$ cat config.mk
export PLATFORM = sky130hd
export DESIGN_NAME = swm_cell
export DESIGN_NICKNAME = d
export VERILOG_FILES = /design/src/rtl/core/sliding_window_median_core_macros.svh /design/src/rtl/core/swm_pkg.sv /design/src/rtl/core/swm_cell.sv
export SDC_FILE = /design/constraint.sdc
export NUM_CORES = 1
export LEC_CHECK = 0
export ABC_AREA = 1
export BUFFER_PORTS_ARGS = -buffer_cell sky130_fd_sc_hd__buf_2
export CAP_MARGIN = 25
export CORE_MARGIN = 5
export CORE_UTILIZATION = 30
export DETAILED_ROUTE_END_ITERATION = 10
export PLACE_DENSITY = 0.57
export SLEW_MARGIN = 20
export SYNTH_ARGS = -nofsm -noshare
export SYNTH_HDL_FRONTEND = slang
export SYNTH_SLANG_ARGS = --single-unit
$ cat constraint.sdc
create_clock -name clk -period 4.9 [get_ports clk]
set_input_delay 0.735 -clock clk [delete_from_list [all_inputs] [get_ports clk]]
set_output_delay 0.735 -clock clk [all_outputs]
set_load 0.01 [all_outputs]
$ cat src/rtl/core/sliding_window_median_core_macros.svh
// Assertion macros used by sliding_window_median_core.
`ifndef SLIDING_WINDOW_MEDIAN_CORE_MACROS_SVH
`define SLIDING_WINDOW_MEDIAN_CORE_MACROS_SVH

// Checked at every rising edge of clk, and not while rst is high.
`define SWM_ASSERT(lbl, prop, msg) \
  lbl: assert property (@(posedge clk) disable iff (rst) prop) else $error(msg);

// Checked at every rising edge of clk, during reset too.
`define SWM_ASSERT_ALWAYS(lbl, prop, msg) \
  lbl: assert property (@(posedge clk) prop) else $error(msg);

`endif

$ cat src/rtl/core/swm_pkg.sv
package swm_pkg;

  localparam int SWM_MAX_WINDOW   = 64;
  localparam int SWM_SAMPLE_WIDTH = 32;
  localparam int SWM_CFG_WIDTH    = 7;
  localparam int SWM_WIN_RESET    = 3;
  localparam int SWM_TAP_GROUP    = 8;

  typedef struct packed {
    logic load;
    logic evict_en;
    logic clear;
  } swm_ctl_t;

  typedef struct packed {
    logic valid;
    logic ge_x;
    logic gt_v;
  } swm_flags_t;

endpackage

$ cat src/rtl/core/swm_cell.sv
module swm_cell import swm_pkg::*; #(
  parameter int SAMPLE_WIDTH = SWM_SAMPLE_WIDTH
) (
  input  logic                    clk,
  input  logic                    rst,
  input  swm_ctl_t                ctl,
  input  logic [SAMPLE_WIDTH-1:0] new_value,
  input  logic [SAMPLE_WIDTH-1:0] evict_value,
  input  logic [SAMPLE_WIDTH-1:0] left_value,
  input  swm_flags_t              left_flags,
  input  logic [SAMPLE_WIDTH-1:0] right_value,
  input  swm_flags_t              right_flags,
  output logic [SAMPLE_WIDTH-1:0] value,
  output swm_flags_t              flags
);

  logic                    valid;
  logic                    own_ev;
  logic                    left_ev;
  logic [SAMPLE_WIDTH-1:0] rem_val;
  logic                    rem_vld;
  logic                    rem_gt;
  logic [SAMPLE_WIDTH-1:0] reml_val;
  logic                    reml_vld;
  logic                    reml_gt;
  logic [SAMPLE_WIDTH-1:0] value_next;
  logic                    valid_next;

  // An empty cell compares as larger than any sample.
  assign flags.valid = valid;
  assign flags.ge_x  = !valid || ($signed(value) >= $signed(evict_value));
  assign flags.gt_v  = !valid || ($signed(value) > $signed(new_value));

  assign own_ev  = ctl.evict_en && flags.ge_x;
  assign left_ev = ctl.evict_en && left_flags.ge_x;

  // The row after removal of the evicted entry, at this place and one to the left.
  always_comb begin
    rem_val  = own_ev ? right_value       : value;
    rem_vld  = own_ev ? right_flags.valid : valid;
    rem_gt   = own_ev ? right_flags.gt_v  : flags.gt_v;
    reml_val = left_ev ? value       : left_value;
    reml_vld = left_ev ? valid       : left_flags.valid;
    reml_gt  = left_ev ? flags.gt_v  : left_flags.gt_v;
  end

  always_comb begin
    if (rem_gt) begin
      if (reml_gt) begin
        value_next = reml_val;
        valid_next = reml_vld;
      end else begin
        value_next = new_value;
        valid_next = 1'b1;
      end
    end else begin
      value_next = rem_val;
      valid_next = rem_vld;
    end
  end

  always_ff @(posedge clk) begin
    if (rst || ctl.clear) begin
      valid <= 1'b0;
    end else if (ctl.load) begin
      valid <= valid_next;
    end
  end

  always_ff @(posedge clk) begin
    if (ctl.load) begin
      value <= value_next;
    end
  end

endmodule

==> summary.txt <==
Worst setup path
  • CP Class: in -> reg
  • Capturing instance or port of the critical path: value[20]$_DFFE_PP_
  • Data required, critical path: 4860 ps
  • Highest fanout seen on the critical path: 20
  • Arrival time of the worst setup path: 3180 ps
  • RR Endpoint: value[20]$_DFFE_PP_
  • Number of cells on the worst reg-to-reg path: 12
  • CP Capture Type: flip-flop
  • Worst Setup SP: evict_value[15]
  • R2R Path Start: value[31]$_DFFE_PP_
  • Sort of element at the start of the critical path: input pin
  • Worst reg2reg setup slack: 1770 ps

Finish
  • Signed area change from the synthesized netlist to the final layout: 29.6%
  • Layout cell share with drive strength beyond 1: 39.3%
  • Final Instance Count excl. Fillers: 834
  • Net count, final: 864
  • Diodes inserted: 0

Synth
  • Sequential cell area fraction in the yosys report: 25.6%
  • Total number of yosys warnings: 0
  • Mux share of post-synthesis cell area: 0%
  • Main combinational cell family by area after synthesis: simple AND/OR/NAND/NOR gates
  • XOR/XNOR Fraction of Synth Area: 0%
  • Post-synthesis instance total: 492
  • Simple-gate portion of the synthesized area: 21.8%
  • Yosys reg bits: 33
  • Yosys cell types: 28
  • Post-Synth Adder-Cell Area: 20.9%
  • Mapped cell area: 3830 µm²
  • Synth Area in Compound Gates: 20.1%
  • Nets in the synthesized netlist: 695
  • Average cell area after synthesis: 7.79 µm²

Clock network
  • Clock Sinks: 33
  • Deepest clock path buffer count: 2
  • Clock root buffer: sky130_fd_sc_hd__clkbuf_16
  • TritonCTS clock tree: yes
  • TritonCTS Buffers: 5
  • H-Tree Level Count: 2
  • Post-CTS resize count: 0
  • CTS clk-pin slew, worst paths: 60 ps
  • Hold-fix buffer count after cts: 0
  • Worst-skew pair later-pin latency: 280 ps
  • Number of buffers added for setup after CTS: 0

Routing
  • DRT Pass-1 Iters: 4
  • Number of DRC violations after detailed-routing iteration 0: 74
  • Total via count after detailed routing: 3708
  • Aggregate routed wire length: 11200 µm
  • WL per Instance: 13.5 µm
  • Mean number of vias per cell: 4.45
  • DRC violations left: 0
  • Antenna viol nets, final: 0

Timing
  • Unrepaired setup endpoints after global routing: no
  • Pin slew with the least headroom to its limit: 971 ps
  • Final Cycle Share: 65.7%
  • Highest attainable clock frequency: 311 MHz
  • Maximum clock skew at final layout: 7.42 ps
  • Final Hold Violating Endpoints: 0
  • Shortest clock period the worst path allows after layout: 3220 ps
  • Slew Limit Headroom: 35.0%
  • Final Max Tran Viols: 0
  • Final setup vio count: 0
  • Post-route setup TNS: 0 ps

Placement
  • # placed instances: 826
  • Global placer's final weighted congestion: 0.813
  • Port buffer count: 172
  • Estimated wirelength of the detail-placed design: 9470 µm

Floorplan
  • Core Area: 12600 µm²
  • Total number of placement rows: 41
  • Count of boundary I/O pins: 174
  • Die Footprint: 15100 µm²
  • Die H: 123 µm
  • X dimension of the die: 123 µm
  • Initial cell density of the core: 30.5%

Global routing
  • Antenna violations before repair: 0
  • Total routing resource utilization after global routing: 14.7%
  • Maximum number of pins on one net before global-route repair: 34
  • Wire length of the first global-routing pass: 17600 µm
  • Overflow after GRT: 0
  • Via count of the first global-routing pass: 3927

Hold path
  • Worst Hold Class: reg -> reg

Run
  • Max Cap Viol: 0

Status
  • Status: complete, no violations

Power
  • Share of power burned in combinational logic: 37.8%
  • Seq pwr share: 33.7%
  • Switching Share: 34.2%
  • Power density over the cells: 225 nW/µm²
  • Max rail drop VDD: 0.105 mV
  • Portion of total power attributed to the clock network: 28.5%
  • Internal power component: 0.734 mW
  • Switching power summed over all nets: 0.382 mW
  • Leakage component of the power: 2.68 nW
-- routing by layer --
metal  share of wire (%)  track usage [%]
met5                   0                0
met4                 1.4             4.01
met1                  40             16.6
met3                 5.9             2.29
met2                  52             28.6
-- power groups by stage --
stage                     combinational (mW)  clock, mW  sequential, mW
final                                  0.422      0.318           0.376
after global routing                   0.485      0.342           0.379
after CTS                              0.432      0.330           0.376
after detailed placement               0.431          0           0.382
after global placement                 0.418          0           0.381
after floorplan                        0.270          0           0.389
-- sequential cells by signal, summed over array words and instances, names as in the netlist --
| name | flops |
|---|---|
| value | 32 |
| valid | 1 |
-- per-stage QoR --
step	power [mW]	setup WS, ps	utilization, %	area, µm²	hold slack, ps
3_5_place_dp	0.813	1310	38.4	4820	663
3_3_place_gp	0.799	1360	38.4	4820	667
5_1_grt	1.21	1400	39.5	4970	702
4_1_cts	1.14	1600	39.5	4970	670
6_report	1.12	1680	39.5	4970	660
2_1_floorplan	0.659	1030	-	3830	572
-- cells in the mapped netlist (all sizes together) --
library cell	n	area (µm²)
a21o	2	15.0
a21oi	30	150
buf	10	97.6
clkbuf	3	22.5
dfxtp	1	20.0
edfxtp	32	961
ha	64	801
inv	87	327
nand2	113	442
nand3	11	70.1
nand4	6	37.5
nor2	59	258
nor4	1	21.3
o21a	3	22.5
o21ai	69	582
or2	1	6.26
-- worst min-delay path by stage --
stage                               endpoint  cells after the start               start  slack [ps]
after global routing      valid$_SDFFE_PP0P_                      4  valid$_SDFFE_PP0P_         700
after global placement    valid$_SDFFE_PP0P_                      4  valid$_SDFFE_PP0P_         670
after detailed placement  valid$_SDFFE_PP0P_                      4  valid$_SDFFE_PP0P_         660
after floorplan           valid$_SDFFE_PP0P_                      4  valid$_SDFFE_PP0P_         570
after CTS                 valid$_SDFFE_PP0P_                      4  valid$_SDFFE_PP0P_         670
final                     valid$_SDFFE_PP0P_                      4  valid$_SDFFE_PP0P_         660
-- cell families (layout without fill, tap and decap cells) --
kind of cell,after synthesis,in the layout
AO/OA/AOI/OAI,104,104
adder cells (fa/ha/maj),64,64
buffers and inverters,100,270
flip-flops,33,33
AND/OR/NAND/NOR,191,191
-- placed cells by master, fill, tap and decap left out --
cell | netlist | layout
sky130_fd_sc_hd__nor2_4 | 2 | 3
sky130_fd_sc_hd__nand2_4 | 1 | 1
sky130_fd_sc_hd__inv_1 | 86 | 86
sky130_fd_sc_hd__dfxtp_1 | 1 | 1
sky130_fd_sc_hd__nand2_2 | 4 | 5
sky130_fd_sc_hd__nand2_1 | 108 | 107
sky130_fd_sc_hd__nand4_1 | 6 | 6
sky130_fd_sc_hd__inv_2 | 1 | 1
sky130_fd_sc_hd__buf_4 | 1 | 3
sky130_fd_sc_hd__ha_1 | 64 | 64
sky130_fd_sc_hd__or2_2 | 1 | 1
sky130_fd_sc_hd__edfxtp_1 | 32 | 32
sky130_fd_sc_hd__nand3_2 | 3 | 3
sky130_fd_sc_hd__nor2_1 | 54 | 53
sky130_fd_sc_hd__nor2_2 | 2 | 2
sky130_fd_sc_hd__o21ai_0 | 6 | 6
sky130_fd_sc_hd__o21ai_2 | 60 | 60
sky130_fd_sc_hd__nor4_4 | 1 | 1
sky130_fd_sc_hd__o21ai_1 | 2 | 2
sky130_fd_sc_hd__a21oi_1 | 30 | 30
sky130_fd_sc_hd__o21a_1 | 3 | 3
sky130_fd_sc_hd__clkbuf_16 | 0 | 5
sky130_fd_sc_hd__buf_2 | 6 | 172
sky130_fd_sc_hd__clkbuf_1 | 0 | 2
sky130_fd_sc_hd__clkbuf_8 | 0 | 1
sky130_fd_sc_hd__o21ai_4 | 1 | 1
sky130_fd_sc_hd__nor2_8 | 1 | 1
sky130_fd_sc_hd__nand3_1 | 8 | 8
sky130_fd_sc_hd__a21o_1 | 2 | 2
-- area by class of cell --
class	count	area, µm²
clock buffers	8	146
fillers	1318	7600
inverters	87	327
multi-input cells	359	2410
flip-flops and latches	33	981
well taps	172	215
repair buffers	175	883
-- worst max-delay path, cell delays in order --
cell                      delay (ps)
sky130_fd_sc_hd__buf_2            70
sky130_fd_sc_hd__inv_1            30
sky130_fd_sc_hd__ha_1            270
sky130_fd_sc_hd__a21oi_1         160
sky130_fd_sc_hd__o21ai_0         110
sky130_fd_sc_hd__a21oi_1         200
sky130_fd_sc_hd__nand2_1         130
sky130_fd_sc_hd__nand2_2          90
sky130_fd_sc_hd__nand3_1         100
sky130_fd_sc_hd__nand3_2         110
sky130_fd_sc_hd__nand3_2         120
sky130_fd_sc_hd__nand3_1         100
sky130_fd_sc_hd__nand2_1          90
sky130_fd_sc_hd__nor2_4          480
sky130_fd_sc_hd__buf_4           350
(Power assumes the default switching activity.)
